--- src/hw/rtl/steering_sensor_signal_simulator_assert.svh ---
// assertion macros shared by the steering sensor simulator rtl
// no dependencies; included by files that carry concurrent checks
`ifndef STEERING_SENSOR_SIGNAL_SIMULATOR_ASSERT_SVH
`define STEERING_SENSOR_SIGNAL_SIMULATOR_ASSERT_SVH

// condition and consequence in the same cycle
`define SSS_ASSERT_SAME(label, clk, rst, pre, post) \
  label: assert property (@(posedge clk) disable iff (rst) (pre) |-> (post)) \
    else $error("sss same-cycle check failed");

// consequence in the cycle after the condition
`define SSS_ASSERT_NEXT(label, clk, rst, pre, post) \
  label: assert property (@(posedge clk) disable iff (rst) (pre) |=> (post)) \
    else $error("sss next-cycle check failed");

`endif

--- src/hw/rtl/sss_pkg.sv ---
// shared types and constants of the steering sensor simulator
// no dependencies; imported by all rtl modules of the block
package sss_pkg;

  // serial arithmetic widths
  localparam int unsigned MulW    = 16;
  localparam int unsigned ProdW   = 2 * MulW;
  localparam int unsigned DivW    = 12;
  localparam int unsigned MulCntW = $clog2(MulW);
  localparam int unsigned DivCntW = $clog2(ProdW);

  // field widths
  localparam int unsigned SpeedW = 15;
  localparam int unsigned VoltW  = 13;
  localparam int unsigned VoltSW = 15;
  localparam int unsigned FreqW  = 17;
  localparam int unsigned StepW  = 25;
  localparam int unsigned OffW   = 12;

  typedef struct packed {
    logic busy;
    logic done;
  } unit_stat_t;

  typedef enum logic [2:0] {
    REG_SPEED_SETPOINT  = 3'd0,
    REG_SPEED_PULSES    = 3'd1,
    REG_ENGINE_PULSES   = 3'd2,
    REG_TORQUE_CENTER   = 3'd3,
    REG_TORQUE_SPAN     = 3'd4,
    REG_SWEEP_LOW       = 3'd5,
    REG_SWEEP_HIGH      = 3'd6,
    REG_SWEEP_RATE      = 3'd7
  } reg_index_t;

  typedef enum logic [1:0] {
    OP_STEP   = 2'd0,
    OP_SPEED  = 2'd1,
    OP_ENGINE = 2'd2,
    OP_TORQUE = 2'd3
  } op_t;

  // constant divisors and rounding biases per operation
  localparam logic [DivW-1:0]  DIV_STEP    = 12'd100;
  localparam logic [DivW-1:0]  DIV_SPEED   = 12'd3600;
  localparam logic [DivW-1:0]  DIV_ENGINE  = 12'd3;
  localparam logic [DivW-1:0]  DIV_TORQUE  = 12'd1000;
  localparam logic [ProdW-1:0] BIAS_STEP   = 32'd0;
  localparam logic [ProdW-1:0] BIAS_SPEED  = 32'd1800;
  localparam logic [ProdW-1:0] BIAS_ENGINE = 32'd1;
  localparam logic [ProdW-1:0] BIAS_TORQUE = 32'd500;

  localparam logic [SpeedW-1:0] SPEED_FLOOR = 15'd10;
  localparam logic [13:0]       RPM_FLOOR   = 14'd50;
  localparam logic [FreqW-1:0]  FREQ_MAX    = 17'h1FFFF;
  localparam logic [VoltW-1:0]  VOLT_MIN_MV = 13'd50;
  localparam logic [VoltW-1:0]  VOLT_MAX_MV = 13'd4950;

  // register reset values
  localparam logic [14:0] RST_SPEED_SETPOINT = 15'd4000;
  localparam logic [13:0] RST_SPEED_PULSES   = 14'd2548;
  localparam logic [3:0]  RST_ENGINE_PULSES  = 4'd2;
  localparam logic [12:0] RST_TORQUE_CENTER  = 13'd2500;
  localparam logic [10:0] RST_TORQUE_SPAN    = 11'd1500;
  localparam logic [14:0] RST_SWEEP_LOW      = 15'd0;
  localparam logic [14:0] RST_SWEEP_HIGH     = 15'd12000;
  localparam logic [14:0] RST_SWEEP_RATE     = 15'd200;
  localparam logic [14:0] RST_SIM_SPEED      = 15'd4000;

endpackage

--- src/hw/rtl/sss_mul.sv ---
// bit-serial shift-add multiplier, one multiplier bit per cycle
// depends on sss_pkg
module sss_mul
  import sss_pkg::*;
(
  input  logic             clk,
  input  logic             rst,
  input  logic             start,
  input  logic [MulW-1:0]  mcand,
  input  logic [MulW-1:0]  mplier,
  output logic [ProdW-1:0] product,
  output unit_stat_t       stat
);

  logic [MulW-1:0]    a;
  logic [ProdW-1:0]   acc;
  logic [MulCntW-1:0] count;
  logic               busy;
  logic               done;
  logic [MulW:0]      sum;

  // add the multiplicand into the upper half when the low bit is set
  assign sum = {1'b0, acc[ProdW-1:MulW]} + (acc[0] ? {1'b0, a} : {(MulW+1){1'b0}});

  always_ff @(posedge clk) begin
    if (rst) begin
      busy  <= 1'b0;
      done  <= 1'b0;
      count <= '0;
    end else begin
      done <= 1'b0;
      if (start) begin
        busy  <= 1'b1;
        count <= '0;
      end else if (busy) begin
        count <= count + 1'b1;
        if (count == MulCntW'(MulW - 1)) begin
          busy <= 1'b0;
          done <= 1'b1;
        end
      end
    end
  end

  always_ff @(posedge clk) begin
    if (start) begin
      a   <= mcand;
      acc <= {{MulW{1'b0}}, mplier};
    end else if (busy) begin
      acc <= {sum, acc[MulW-1:1]};
    end
  end

  assign product   = acc;
  assign stat.busy = busy;
  assign stat.done = done;

endmodule

--- src/hw/rtl/sss_div.sv ---
// restoring divider, one quotient bit per cycle, narrow divisor
// depends on sss_pkg
module sss_div
  import sss_pkg::*;
(
  input  logic             clk,
  input  logic             rst,
  input  logic             start,
  input  logic [ProdW-1:0] dividend,
  input  logic [DivW-1:0]  divisor,
  output logic [ProdW-1:0] quotient,
  output unit_stat_t       stat
);

  logic [DivW-1:0]    dsr;
  logic [DivW-1:0]    rem;
  logic [ProdW-1:0]   quo;
  logic [DivCntW-1:0] count;
  logic               busy;
  logic               done;
  logic [DivW:0]      trial;
  logic [DivW:0]      diff;
  logic               fits;

  // bring down the next dividend bit and try a subtract
  assign trial = {rem, quo[ProdW-1]};
  assign diff  = trial - {1'b0, dsr};
  assign fits  = trial >= {1'b0, dsr};

  always_ff @(posedge clk) begin
    if (rst) begin
      busy  <= 1'b0;
      done  <= 1'b0;
      count <= '0;
    end else begin
      done <= 1'b0;
      if (start) begin
        busy  <= 1'b1;
        count <= '0;
      end else if (busy) begin
        count <= count + 1'b1;
        if (count == DivCntW'(ProdW - 1)) begin
          busy <= 1'b0;
          done <= 1'b1;
        end
      end
    end
  end

  always_ff @(posedge clk) begin
    if (start) begin
      dsr <= divisor;
      rem <= '0;
      quo <= dividend;
    end else if (busy) begin
      rem <= fits ? diff[DivW-1:0] : trial[DivW-1:0];
      quo <= {quo[ProdW-2:0], fits};
    end
  end

  assign quotient  = quo;
  assign stat.busy = busy;
  assign stat.done = done;

endmodule

--- src/hw/rtl/steering_sensor_signal_simulator.sv ---
// top level of the steering sensor signal simulator
// depends on sss_pkg, sss_mul, sss_div and the assertion macro header
`include "steering_sensor_signal_simulator_assert.svh"

// Each accepted item is one tick of the simulated vehicle. The tick advances
// the speed (triangle sweep between sweep_low and sweep_high, or the fixed
// setpoint) and yields one result: two complementary torque sensor voltages
// in mV, the speed and engine pulse frequencies in 0.01 Hz, and the speed in
// 0.01 km/h. All products and quotients go through one bit-serial
// multiplier (16 shift-add steps) and one restoring divider (32 steps). A
// tick runs four such multiply/divide operations in turn (sweep step, speed
// frequency, engine frequency, torque offset). Each operation passes through
// a load state, the multiplier and then the divider. One item is worked on
// at a time; the next item is taken while the previous result still waits
// in the output register, and a result that finds the output register still
// full holds the sequencer in its last step until the waiting item is taken.
// Configuration writes take effect at once and belong only in idle periods.
module steering_sensor_signal_simulator
  import sss_pkg::*;
(
  input  logic                     clk,
  input  logic                     rst,
  // configuration write port
  input  logic                     cfg_write,
  input  logic [2:0]               cfg_index,
  input  logic [14:0]              cfg_data,
  // input items
  input  logic                     in_valid,
  output logic                     in_ready,
  input  logic [15:0]              elapsed_ms,
  input  logic                     running,
  input  logic                     sweep_on,
  input  logic signed [10:0]       steer_torque,
  input  logic [13:0]              rpm_setpoint,
  // result items
  output logic                     out_valid,
  input  logic                     out_ready,
  output logic [VoltW-1:0]         torque_one_mv,
  output logic [VoltW-1:0]         torque_two_mv,
  output logic [FreqW-1:0]         speed_freq_chz,
  output logic [FreqW-1:0]         engine_freq_chz,
  output logic [SpeedW-1:0]        speed_now
);

  typedef enum logic [4:0] {
    S_IDLE = 5'b00001,
    S_LOAD = 5'b00010,
    S_MUL  = 5'b00100,
    S_DIV  = 5'b01000,
    S_FIN  = 5'b10000
  } state_t;

  // configuration registers
  logic [14:0] speed_setpoint;
  logic [13:0] speed_pulses_per_km;
  logic [3:0]  engine_pulses_per_rev;
  logic [12:0] torque_center_mv;
  logic [10:0] torque_span_mv;
  logic [14:0] sweep_low;
  logic [14:0] sweep_high;
  logic [14:0] sweep_rate;

  // simulation state
  logic [SpeedW-1:0] sim_speed;
  logic              sweep_rising;

  // sequencer
  state_t state;
  op_t    op;

  // captured item
  logic [15:0]        it_elapsed;
  logic               it_running;
  logic               it_sweep;
  logic signed [10:0] it_torque;
  logic [13:0]        it_rpm;

  // results waiting for the output register
  logic [VoltW-1:0] res_one;
  logic [VoltW-1:0] res_two;
  logic [FreqW-1:0] res_speed_freq;
  logic [FreqW-1:0] res_engine_freq;

  // arithmetic units
  logic             mul_start;
  logic [MulW-1:0]  mul_a;
  logic [MulW-1:0]  mul_b;
  logic [ProdW-1:0] mul_product;
  unit_stat_t       mul_stat;
  logic             div_start;
  logic [ProdW-1:0] div_dividend;
  logic [DivW-1:0]  div_divisor;
  logic [ProdW-1:0] div_quo;
  unit_stat_t       div_stat;
  logic [ProdW-1:0] bias;

  // derived operands
  logic [10:0] torque_mag;
  logic [6:0]  engine_mult;
  logic        in_accept;
  logic        op_done;
  logic        out_free;

  // sweep update terms
  logic [StepW-1:0]  step;
  logic [StepW:0]    rise_sum;
  logic              rise_hit;
  logic              fall_hit;
  logic [SpeedW-1:0] fall_val;

  // torque terms
  logic [OffW-1:0]          off;
  logic signed [VoltSW-1:0] soff;
  logic signed [VoltSW-1:0] v_one;
  logic signed [VoltSW-1:0] v_two;

  // terms of the output checks
  logic slow_shown;
  logic volt_ok;

  function automatic logic [VoltW-1:0] clamp_volt(input logic signed [VoltSW-1:0] v);
    logic [VoltW-1:0] r;
    if (v < $signed({2'b00, VOLT_MIN_MV})) begin
      r = VOLT_MIN_MV;
    end else if (v > $signed({2'b00, VOLT_MAX_MV})) begin
      r = VOLT_MAX_MV;
    end else begin
      r = v[VoltW-1:0];
    end
    return r;
  endfunction

  function automatic logic [FreqW-1:0] sat_freq(input logic [ProdW-1:0] q);
    logic [FreqW-1:0] r;
    if (q[ProdW-1:FreqW] != '0) begin
      r = FREQ_MAX;
    end else begin
      r = q[FreqW-1:0];
    end
    return r;
  endfunction

  // no item is taken while reset is held
  assign in_ready  = (state == S_IDLE) && !rst;
  assign in_accept = in_valid && in_ready;
  assign op_done   = (state == S_DIV) && div_stat.done;
  assign out_free  = !out_valid || out_ready;

  // magnitude of the torque demand; the most negative code maps to 1024
  assign torque_mag  = it_torque[10] ? 11'(-it_torque) : it_torque;
  // tach pulses times 5, the /3 comes from the divider
  assign engine_mult = {1'b0, engine_pulses_per_rev, 2'b00} + {3'b000, engine_pulses_per_rev};

  // operand selection per operation
  always_comb begin
    case (op)
      OP_STEP: begin
        mul_a       = {1'b0, sweep_rate};
        mul_b       = it_elapsed;
        div_divisor = DIV_STEP;
        bias        = BIAS_STEP;
      end
      OP_SPEED: begin
        mul_a       = {1'b0, sim_speed};
        mul_b       = {2'b00, speed_pulses_per_km};
        div_divisor = DIV_SPEED;
        bias        = BIAS_SPEED;
      end
      OP_ENGINE: begin
        mul_a       = {2'b00, it_rpm};
        mul_b       = {9'd0, engine_mult};
        div_divisor = DIV_ENGINE;
        bias        = BIAS_ENGINE;
      end
      OP_TORQUE: begin
        mul_a       = {5'd0, torque_span_mv};
        mul_b       = {5'd0, torque_mag};
        div_divisor = DIV_TORQUE;
        bias        = BIAS_TORQUE;
      end
      default: begin
        mul_a       = '0;
        mul_b       = '0;
        div_divisor = DIV_STEP;
        bias        = BIAS_STEP;
      end
    endcase
  end

  assign mul_start    = (state == S_LOAD);
  assign div_start    = (state == S_MUL) && mul_stat.done;
  // rounding bias folded in ahead of the division
  assign div_dividend = mul_product + bias;

  sss_mul u_mul (
    .clk     (clk),
    .rst     (rst),
    .start   (mul_start),
    .mcand   (mul_a),
    .mplier  (mul_b),
    .product (mul_product),
    .stat    (mul_stat)
  );

  sss_div u_div (
    .clk      (clk),
    .rst      (rst),
    .start    (div_start),
    .dividend (div_dividend),
    .divisor  (div_divisor),
    .quotient (div_quo),
    .stat     (div_stat)
  );

  // sweep step is below 2^25 for any rate and elapsed time
  assign step     = div_quo[StepW-1:0];
  assign rise_sum = {{(StepW+1-SpeedW){1'b0}}, sim_speed} + {1'b0, step};
  assign rise_hit = rise_sum >= {{(StepW+1-SpeedW){1'b0}}, sweep_high};
  // falling: speed - step <= low, kept unsigned by moving step across
  assign fall_hit = {{(StepW+1-SpeedW){1'b0}}, sim_speed}
                    <= ({{(StepW+1-SpeedW){1'b0}}, sweep_low} + {1'b0, step});
  // only used when no clamp, so step is below the speed and fits
  assign fall_val = sim_speed - step[SpeedW-1:0];

  // rounded torque offset, at most 2096 mV
  assign off   = div_quo[OffW-1:0];
  assign soff  = it_torque[10] ? -$signed({3'b000, off}) : $signed({3'b000, off});
  assign v_one = $signed({2'b00, torque_center_mv}) + soff;
  assign v_two = $signed({2'b00, torque_center_mv}) - soff;

  // configuration writes
  always_ff @(posedge clk) begin
    if (rst) begin
      speed_setpoint        <= RST_SPEED_SETPOINT;
      speed_pulses_per_km   <= RST_SPEED_PULSES;
      engine_pulses_per_rev <= RST_ENGINE_PULSES;
      torque_center_mv      <= RST_TORQUE_CENTER;
      torque_span_mv        <= RST_TORQUE_SPAN;
      sweep_low             <= RST_SWEEP_LOW;
      sweep_high            <= RST_SWEEP_HIGH;
      sweep_rate            <= RST_SWEEP_RATE;
    end else if (cfg_write) begin
      case (reg_index_t'(cfg_index))
        REG_SPEED_SETPOINT: speed_setpoint        <= cfg_data;
        REG_SPEED_PULSES:   speed_pulses_per_km   <= cfg_data[13:0];
        REG_ENGINE_PULSES:  engine_pulses_per_rev <= cfg_data[3:0];
        REG_TORQUE_CENTER:  torque_center_mv      <= cfg_data[12:0];
        REG_TORQUE_SPAN:    torque_span_mv        <= cfg_data[10:0];
        REG_SWEEP_LOW:      sweep_low             <= cfg_data;
        REG_SWEEP_HIGH:     sweep_high            <= cfg_data;
        REG_SWEEP_RATE:     sweep_rate            <= cfg_data;
        default: ;
      endcase
    end
  end

  // sequencer, simulation state and output handshake
  always_ff @(posedge clk) begin
    if (rst) begin
      state        <= S_IDLE;
      op           <= OP_STEP;
      out_valid    <= 1'b0;
      sim_speed    <= RST_SIM_SPEED;
      sweep_rising <= 1'b1;
    end else begin
      // a taken item leaves unless a new result replaces it in this cycle
      if (out_valid && out_ready && (state != S_FIN)) begin
        out_valid <= 1'b0;
      end
      case (state)
        S_IDLE: begin
          if (in_accept) begin
            op    <= OP_STEP;
            state <= S_LOAD;
          end
        end
        S_LOAD: begin
          state <= S_MUL;
        end
        S_MUL: begin
          if (mul_stat.done) begin
            state <= S_DIV;
          end
        end
        S_DIV: begin
          if (div_stat.done) begin
            case (op)
              OP_STEP: begin
                // the speed only moves while running
                if (it_running && it_sweep) begin
                  if (sweep_rising) begin
                    if (rise_hit) begin
                      sim_speed    <= sweep_high;
                      sweep_rising <= 1'b0;
                    end else begin
                      sim_speed <= rise_sum[SpeedW-1:0];
                    end
                  end else begin
                    if (fall_hit) begin
                      sim_speed    <= sweep_low;
                      sweep_rising <= 1'b1;
                    end else begin
                      sim_speed <= fall_val;
                    end
                  end
                end else if (it_running) begin
                  sim_speed <= speed_setpoint;
                end
                op    <= OP_SPEED;
                state <= S_LOAD;
              end
              OP_SPEED: begin
                op    <= OP_ENGINE;
                state <= S_LOAD;
              end
              OP_ENGINE: begin
                op    <= OP_TORQUE;
                state <= S_LOAD;
              end
              OP_TORQUE: begin
                state <= S_FIN;
              end
              default: begin
                state <= S_IDLE;
              end
            endcase
          end
        end
        S_FIN: begin
          // hand over once the output register is free or being emptied
          if (out_free) begin
            out_valid <= 1'b1;
            state     <= S_IDLE;
          end
        end
        default: begin
          state <= S_IDLE;
        end
      endcase
    end
  end

  // item capture
  always_ff @(posedge clk) begin
    if (in_accept) begin
      it_elapsed <= elapsed_ms;
      it_running <= running;
      it_sweep   <= sweep_on;
      it_torque  <= steer_torque;
      it_rpm     <= rpm_setpoint;
    end
  end

  // per-operation results
  always_ff @(posedge clk) begin
    if (op_done) begin
      case (op)
        OP_SPEED: begin
          // stopped or crawling gives no speed pulses
          if (it_running && (sim_speed > SPEED_FLOOR)) begin
            res_speed_freq <= sat_freq(div_quo);
          end else begin
            res_speed_freq <= '0;
          end
        end
        OP_ENGINE: begin
          if (it_running && (it_rpm > RPM_FLOOR)) begin
            res_engine_freq <= sat_freq(div_quo);
          end else begin
            res_engine_freq <= '0;
          end
        end
        OP_TORQUE: begin
          res_one <= clamp_volt(v_one);
          res_two <= clamp_volt(v_two);
        end
        default: ;
      endcase
    end
  end

  // output register
  always_ff @(posedge clk) begin
    if ((state == S_FIN) && out_free) begin
      torque_one_mv   <= res_one;
      torque_two_mv   <= res_two;
      speed_freq_chz  <= res_speed_freq;
      engine_freq_chz <= res_engine_freq;
      speed_now       <= sim_speed;
    end
  end

  assign slow_shown = out_valid && (speed_now <= SPEED_FLOOR);
  assign volt_ok    = (torque_one_mv >= VOLT_MIN_MV) && (torque_one_mv <= VOLT_MAX_MV) &&
                      (torque_two_mv >= VOLT_MIN_MV) && (torque_two_mv <= VOLT_MAX_MV);

  // one item in flight at a time
  `SSS_ASSERT_NEXT(a_one_item, clk, rst, in_valid && in_ready, !in_ready)
  // both arithmetic units are quiet whenever the sequencer is idle
  `SSS_ASSERT_SAME(a_units_quiet, clk, rst, state == S_IDLE, !mul_stat.busy && !div_stat.busy)
  // crawling speed never shows speed pulses
  `SSS_ASSERT_SAME(a_slow_speed, clk, rst, slow_shown, speed_freq_chz == '0)
  // both voltages stay inside the clamp window
  `SSS_ASSERT_SAME(a_volt_range, clk, rst, out_valid, volt_ok)

endmodule

--- config.mk ---
export PLATFORM = sky130hd
export DESIGN_NAME = steering_sensor_signal_simulator
export DESIGN_NICKNAME = d
export VERILOG_FILES = /design/src/hw/rtl/sss_pkg.sv /design/src/hw/rtl/sss_mul.sv /design/src/hw/rtl/sss_div.sv /design/src/hw/rtl/steering_sensor_signal_simulator.sv
export VERILOG_INCLUDE_DIRS = /design/src /design/src/hw/rtl
export SDC_FILE = /design/constraint.sdc
export NUM_CORES = 1
export LEC_CHECK = 0
export ABC_AREA = 1
export BUFFER_PORTS_ARGS = -buffer_cell sky130_fd_sc_hd__buf_2
export CAP_MARGIN = 5
export CORE_AREA = 2 2 211 213
export DETAILED_ROUTE_END_ITERATION = 12
export DIE_AREA = 0 0 213 215
export GPL_ROUTABILITY_DRIVEN = 1
export HOLD_SLACK_MARGIN = 0.1
export PLACE_DENSITY_LB_ADDON = 0.08
export SYNTH_ARGS = -nofsm -noshare
export SYNTH_HDL_FRONTEND = slang
export SYNTH_SLANG_ARGS = --single-unit
--- constraint.sdc ---
create_clock -name clk -period 5 [get_ports clk]
set_input_delay 0.5 -clock clk [delete_from_list [all_inputs] [get_ports clk]]
set_output_delay 0.5 -clock clk [all_outputs]
set_load 0.02 [all_outputs]
* Word level (Yosys, flattened, before mapping) *
Cells that the tools add are included.

word-level totals
  register bits after elaboration = 421
  word-level logic and storage cells = 174
  input port bits = 66
  output and inout port bits = 77

operators by class
  muxes and demuxes = 44
  bitwise operators = 2
  eq/ne operators = 23
  reductions and logical operators = 42
  magnitude comparators = 9
  $add $sub $neg = 13

operators with widths
  kind                                                  count
  one-hot mux 16 bit (4 select lines)                   2
  one-hot mux 32 bit (4 select lines)                   1
  two-way mux 15 bit                                    6
  two-way mux 32 bit                                    2
  adder 15 x 25 -> 26 bit                               2
  two-way mux 16 bit                                    3
  one-hot mux 12 bit (4 select lines)                   1
  adder 32 bit                                          1
  > comparator 15 x 14 -> 1 bit, second input constant  2
  < comparator 15 x 7 -> 1 bit, second input constant   2
  >= comparator 26 x 15 -> 1 bit                        1
  <= comparator 15 x 26 -> 1 bit                        1
  two-way mux 13 bit                                    2
  one-hot mux 5 bit (5 select lines)                    1
  AND reduction 2 bit                                   11
  two-way mux 5 bit                                     4
  adder 16 x 16 -> 17 bit                               1
  two-way mux 17 bit                                    1
  AND reduction 4 bit                                   4
  adder 14 x 15 -> 15 bit                               1
  > comparator 15 x 4 -> 1 bit, second input constant   1
  negation 12 -> 15 bit                                 1
  nonzero test 15 bit                                   1
  subtractor 14 x 15 -> 15 bit                          1
  39 further kinds                                      80

* Longest topological paths before layout *
  word-level depth = 5
  depth in mapped cells = 28

* Cells and area by module *
A second synthesis with hierarchy kept.

second synthesis, totals
  cells, all modules = 3249
  area total of the unflattened synthesis = 25310.5 µm²

modules (own cells, without submodules)
  module                            area an instance (µm²)  seq. area each (µm²)  instances  cells each
  steering_sensor_signal_simulator  18836.8                 7867.5                1          2425
  sss_div                           3413.3                  1701.6                1          422
  sss_mul                           3060.4                  1401.3                1          402

* Worst setup path before layout *
OpenSTA, ideal clock, no wires.

  kind = input port to flip-flop
  start point = in rst
  end point = reg op[0]
  buffers on the path = 1
  arrival time = 4.859 ns
  path slack = -0.002 ns
  stages on the path = 7
  path through = clkbuf_1 nor3b_1 nor2_1 a311oi_1 nand2_1 nand2_1 a21oi_1

on the way
  longest elaborated chain between the ends = 5

ends and longest elaborated chain
  what                           RTL line                                 source
  start: declaration             steering_sensor_signal_simulator.sv:22   input logic rst,
  zero test 1 bit                steering_sensor_signal_simulator.sv:144  assign in_ready = (state == S_IDLE) && !rst;
  logical AND 1 bit              steering_sensor_signal_simulator.sv:144
  logical AND 1 bit              steering_sensor_signal_simulator.sv:145  assign in_accept = in_valid && in_ready;
  named net in_accept            steering_sensor_signal_simulator.sv:100  logic in_accept;
  != test 2 bit (no line)        n/a
  AND reduction 4 bit (no line)  n/a
  end signal: assignment         steering_sensor_signal_simulator.sv:261  op <= OP_STEP;
  end signal: assignment         steering_sensor_signal_simulator.sv:273  op <= OP_STEP;
  end signal: assignment         steering_sensor_signal_simulator.sv:309  op <= OP_SPEED;
  end: declaration               steering_sensor_signal_simulator.sv:69   op_t op;

The timed path passes the listed nets, and every way through them passes these cells.
A chain may end at the register's enable or synchronous reset.

* Worst setup path after layout *
  start point = reg u_div.quo[1], in the netlist u_div.quotient[1]
  end point = reg res_two[10] (data pin)

on the way
  longest elaborated chain between the ends = 5

ends and longest elaborated chain
  what                                                                           RTL line                                                                          source
  start: declaration                                                             sss_div.sv:17                                                                     logic [ProdW-1:0] quo;
  start signal: assignment                                                       sss_div.sv:54                                                                     quo <= dividend;
  start signal: assignment                                                       sss_div.sv:57                                                                     quo <= {quo[ProdW-2:0], fits};
  negation 12 -> 15 bit                                                          steering_sensor_signal_simulator.sv:227                                           assign soff = it_torque[10] ? -$signed({3'b000, off}) : $signed({3'b000, off});
  two-way mux 15 bit (*)                                                         steering_sensor_signal_simulator.sv:227
  subtractor 14 x 15 -> 15 bit (*)                                               steering_sensor_signal_simulator.sv:229                                           assign v_two = $signed({2'b00, torque_center_mv}) - soff;
  < comparator 15 x 7 -> 1 bit or > comparator 15 x 14 -> 1 bit (tied branches)  steering_sensor_signal_simulator.sv:123, steering_sensor_signal_simulator.sv:125
  OR reduction 2 bit (no line)                                                   n/a
  end signal: assignment                                                         steering_sensor_signal_simulator.sv:375                                           res_two <= clamp_volt(v_two);
  end: declaration                                                               steering_sensor_signal_simulator.sv:80                                            logic [VoltW-1:0] res_two;

Mark *: on every way between the ends. The rest lies on a longest branch, timed or not.

==> results.md <==
Run status:
- The run finished with clean final reports.

Finish:
- The layout cell share with drive strength beyond 1 is 10.3%.
- The synthesis-to-finish area growth is 14.0%.
- For this run, the number of standard cells in the final layout without fillers is 3814.
- The total number of nets in the final design is ~3400.
- The filler cell count is 3808.
- The number of antenna diodes in the final layout is 0.

Critical path:
- The nature of the critical path startpoint is a register.
- Of all nets on the critical path, the largest fanout is 7.
- The class of the most critical setup path is register to register.
- The data required time at the worst endpoint is 5330 ps.
- The critical register-to-register path endpoint is res_two[10].
- In this run the worst setup path terminates at res_two[10].
- The timing startpoint of the critical path is u_div.quotient[1].
- The element type at the critical path end is a register.
- The worst setup slack for register-to-register paths is 610 ps.
- The number of cells on the worst reg-to-reg path is 27.
- In this run the critical register-to-register path is launched from u_div.quotient[1].
- For the worst setup path, the data arrival time is ~4700 ps.

Synthesis:
- A synthesized cell averages 8.03 um2.
- The number of warnings printed during yosys synthesis is 0.
- The share of synthesized registers carrying an async set or reset is 0%.
- The post-synthesis instance area is 24100 um2.
- The most frequently used cell type in the post-synthesis netlist is sky130_fd_sc_hd__nand2_1.
- Synthesis inferred 414 register bits.
- Ranked by total cell area, the synthesized netlist is headed by sky130_fd_sc_hd__edfxtp_1, sky130_fd_sc_hd__dfxtp_1, sky130_fd_sc_hd__nand2_1.
- The number of unique standard cell types used by synthesis is 57.
- Synthesis handed over a netlist of roughly 3000 instances.
- The leading area contributor after synthesis is sky130_fd_sc_hd__edfxtp_1.
- Counting every net in the synthesized netlist gives 3227.
- Of the synthesized area, sequential elements account for 44.6%.
- By count the netlist is led by sky130_fd_sc_hd__nand2_1, sky130_fd_sc_hd__inv_1, sky130_fd_sc_hd__nor2_1.
- For this run, the leading register cell type out of synthesis is sky130_fd_sc_hd__edfxtp_1.
- The area share of the largest cell type after synthesis is 30.8%.
- Counting flops with a built-in enable in the synthesized netlist gives ~250.

Hold path:
- The type of the most critical hold path is input pin to register.
- The start point of the worst min-delay path is out_ready.

STA:
- The number of max-slew violations in the final report is 0.
- Setup repair after global routing left no endpoint under its margin.
- The worst max-slew margin expressed relative to the limit is between 30% and 40%.
- For the final routed database, the setup TNS stands at 0 ps.
- For the pin with the worst max-slew slack, the measured transition is roughly 1000 ps.
- The minimum clock period is 4390 ps.
- Across the routed clock network, the largest skew measured is 40.6 ps.
- The share of the cycle needed by the critical path after routing is 87.8%.
- The number of hold violations in the final report was 0.
- The setup violation total in the final timing report is 0.
- The maximum frequency from static timing analysis is 228 MHz.

Placed design:
- The count of input and output buffers is 142.
- Once detailed placement completed, the half-perimeter wirelength came to 58200 um.
- The number of cells after detailed placement is 3687.
- Routability-driven placement finished with a final weighted congestion of between 1 and 1.5.

Pwr:
- In this run switching power makes up slightly above 30% of total power.
- Summing internal, switching and leakage power gives 9.31 mW.
- The internal power of the cells totals 6.49 mW.
- Sequential cells account for 44.1% of the total power.
- The worst-case vdd ir drop is 0.371 mV.
- The total power divided by cell area is 339 nW/um2.
- The relative contribution of combinational cells to total power is 18.8%.
- The clock network fraction of design power is 37.1%.
- The net switching power is about 2.8 mW.
- The total leakage power is between 10 and 15 nW.

Clock tree:
- The post-CTS clock slew at the launch and capture registers of the worst setup and hold paths is about 60 ps.
- The number of buffers between clock root and the deepest sink is 3.
- For the worst-skew pair, the clock arrives at the later sink with an insertion delay of 620 ps.
- The number of buffers inserted during clock tree synthesis is between 40 and 50.
- After clock tree synthesis, the repair step resized 0 gates.
- For this design, the sink count on the clock tree is 414.
- The root buffer cell is sky130_fd_sc_hd__clkbuf_16.
- The CTS tree is done.
- In this run the number of H-tree levels came out at 2.

Detailed routing:
- The count of nets left with antenna violations once routing finished came out at 0.
- The number of search-and-repair iterations in the first detailed-routing pass is 5.
- Summing over every cut layer, the via total after detailed routing is 21500.
- The average wire length per cell after detail routing is approximately 20 um.
- The post-route DRC violation count is 0.
- Using the TritonRoute via totals, the vias-per-cell ratio works out to 5.64.
- The final wirelength is 76000 um.
- The DRC violation total after the first TritonRoute iteration is 2269.

Floorplan:
- The die area is between 40000 and 50000 um2.
- The core outline area is ~44000 um2.
- The height of the die is around 220 um.
- Once the floorplan was initialized, standard cells occupied 55.2% of the core.
- The I/O pin count is 143.
- After floorplanning, the core was divided into 77 placement rows.
- The chip width is ~210 um.

GRT:
- For this run the aggregate overflow at the end of global routing stands at 0.
- The number of antenna violations at the first check in global routing was 0.
- Entering global routing, the biggest net connects 74 pins.
- The first-pass GRT wire length is ~120000 um.
- The overall fraction of global-route tracks in use is approximately a third.
- The via count of the first global-routing pass is 20500.

Job:
- The max-capacitance violation count is 0.
==> logic make-up after synthesis <==
logic type      after synthesis  share of synthesized area [%]
compound gates              517                           12.2
simple gates               1327                           22.9
flops                       414                           44.6
xor+xnor                    113                           4.10
buf+inv                     472                           7.65
fa+ha+maj                   159                           8.50
==> metal layers <==
layer  share of wire, %  GRT usage [%]  vias up
met1                 43           46.1     9982
met5                  0              0        -
met2                 45           52.3      978
met3                7.9           3.86      201
li1                   -              -    10300
met4                4.9           15.1        0
==> worst min path at each step <==
stage                                     end  slack [ps]  cells past startpoint
after detailed placement  engine_freq_chz[10]         400                      0
after global placement     speed_freq_chz[13]         400                      0
final                               out_valid         210                      4
after CTS                           out_valid         190                      4
after global routing                out_valid         240                      4
after floorplan            engine_freq_chz[0]         400                      0
==> metrics by stage <==
step	setup WS, ps	area (um2)	util, %	hold WS (ps)
2_1_floorplan	226	24100	-	400
3_3_place_gp	694	25500	58.4	400
3_5_place_dp	618	25500	58.4	405
4_1_cts	609	27500	63.0	190
5_1_grt	104	27500	63.0	242
6_report	612	27500	63.0	207
==> power groups by stage <==
stage / logic (mW) / registers [mW] / clock network [mW]
global placement: 1.67 / 4.16 / 0
detailed placement: 1.70 / 4.16 / 0
global route: 1.97 / 4.12 / 3.61
floorplan: 1.19 / 4.15 / 0
finish: 1.75 / 4.10 / 3.45
CTS: 1.73 / 4.09 / 3.48
==> critical path, cell delays in order (launching register included) <==
cell and delay [ps]:
sky130_fd_sc_hd__edfxtp_1 500, sky130_fd_sc_hd__inv_1 270, sky130_fd_sc_hd__ha_1 200, sky130_fd_sc_hd__inv_1 50
sky130_fd_sc_hd__nor3_1 140, sky130_fd_sc_hd__inv_1 90, sky130_fd_sc_hd__nor2_1 120, sky130_fd_sc_hd__nand4_1 140
sky130_fd_sc_hd__o21ai_0 220, sky130_fd_sc_hd__xor2_1 270, sky130_fd_sc_hd__ha_1 370, sky130_fd_sc_hd__inv_1 160
sky130_fd_sc_hd__nand2_1 70, sky130_fd_sc_hd__nor3_1 210, sky130_fd_sc_hd__nand4_1 120, sky130_fd_sc_hd__nand3_1 120
sky130_fd_sc_hd__nand2_1 60, sky130_fd_sc_hd__nand2_1 60, sky130_fd_sc_hd__nand2_1 60, sky130_fd_sc_hd__xor2_1 150
sky130_fd_sc_hd__inv_1 80, sky130_fd_sc_hd__nand2_1 60, sky130_fd_sc_hd__nor2_1 90, sky130_fd_sc_hd__nand3_1 70
sky130_fd_sc_hd__nand2_1 160, sky130_fd_sc_hd__inv_1 110, sky130_fd_sc_hd__nand2_2 130, sky130_fd_sc_hd__nor2_1 60
==> flip-flops by register name, indices dropped and copies added, names as in the netlist, 11 cells and up <==
register and count:
it_rpm 14, res_speed_freq 17, u_div.rem 12, u_mul.product 32
speed_now 15, sim_speed 15, torque_center_mv 13, sweep_high 15
torque_two_mv 13, sweep_low 15, torque_one_mv 13, torque_span_mv 11
res_engine_freq 17, engine_freq_chz 17, speed_setpoint 15, u_mul.a 15
speed_freq_chz 17, u_div.quotient 32, res_one 13, speed_pulses_per_km 14
res_two 13, it_torque 11, it_elapsed 16, sweep_rate 15
==> cell type report <==
class                           count  area [um2]  area share (%)
Inverter                          381        1430            5.20
Clock inverter                     26         309            1.12
Multi-Input combinational cell   2116       11500            42.0
Sequential cell                   414       10800            39.2
Clock buffer                       58        1250            4.53
Tap cell                          592         741            2.70
Timing Repair Buffer              227        1460            5.30
==> repair_timing <==
| action | 4_1_cts | 5_1_grt |
|---|---|---|
| endpoints found under the hold margin | 43 | 0 |
| hold buffers | 43 | 0 |
| buffers inserted | 0 | 0 |
==> cell usage in the layout, fill, tap and decap left out, types with 8 or more instances in the layout <==
master                            n
sky130_fd_sc_hd__nand4_1         34
sky130_fd_sc_hd__buf_2          142
sky130_fd_sc_hd__nor3_1          36
sky130_fd_sc_hd__o22ai_1          9
sky130_fd_sc_hd__a21oi_2         10
sky130_fd_sc_hd__nor2_1         322
sky130_fd_sc_hd__nand2_2         11
sky130_fd_sc_hd__o21bai_1        10
sky130_fd_sc_hd__clkinv_2         9
sky130_fd_sc_hd__clkbuf_16       46
sky130_fd_sc_hd__xor2_1          94
sky130_fd_sc_hd__fa_1             8
sky130_fd_sc_hd__a21oi_1        225
sky130_fd_sc_hd__nor4_1          10
sky130_fd_sc_hd__inv_1          363
sky130_fd_sc_hd__inv_2           15
sky130_fd_sc_hd__edfxtp_1       247
sky130_fd_sc_hd__ha_1           151
sky130_fd_sc_hd__dlygate4sd3_1   43
sky130_fd_sc_hd__buf_4           42
sky130_fd_sc_hd__xnor2_1         19
sky130_fd_sc_hd__o211ai_1        31
sky130_fd_sc_hd__dfxtp_1        167
sky130_fd_sc_hd__nor2_2          13
sky130_fd_sc_hd__nand2_1        688
sky130_fd_sc_hd__a31oi_1         25
sky130_fd_sc_hd__nand3_1        193
sky130_fd_sc_hd__o21ai_0        155
Power figures use the tool's default switching activity.
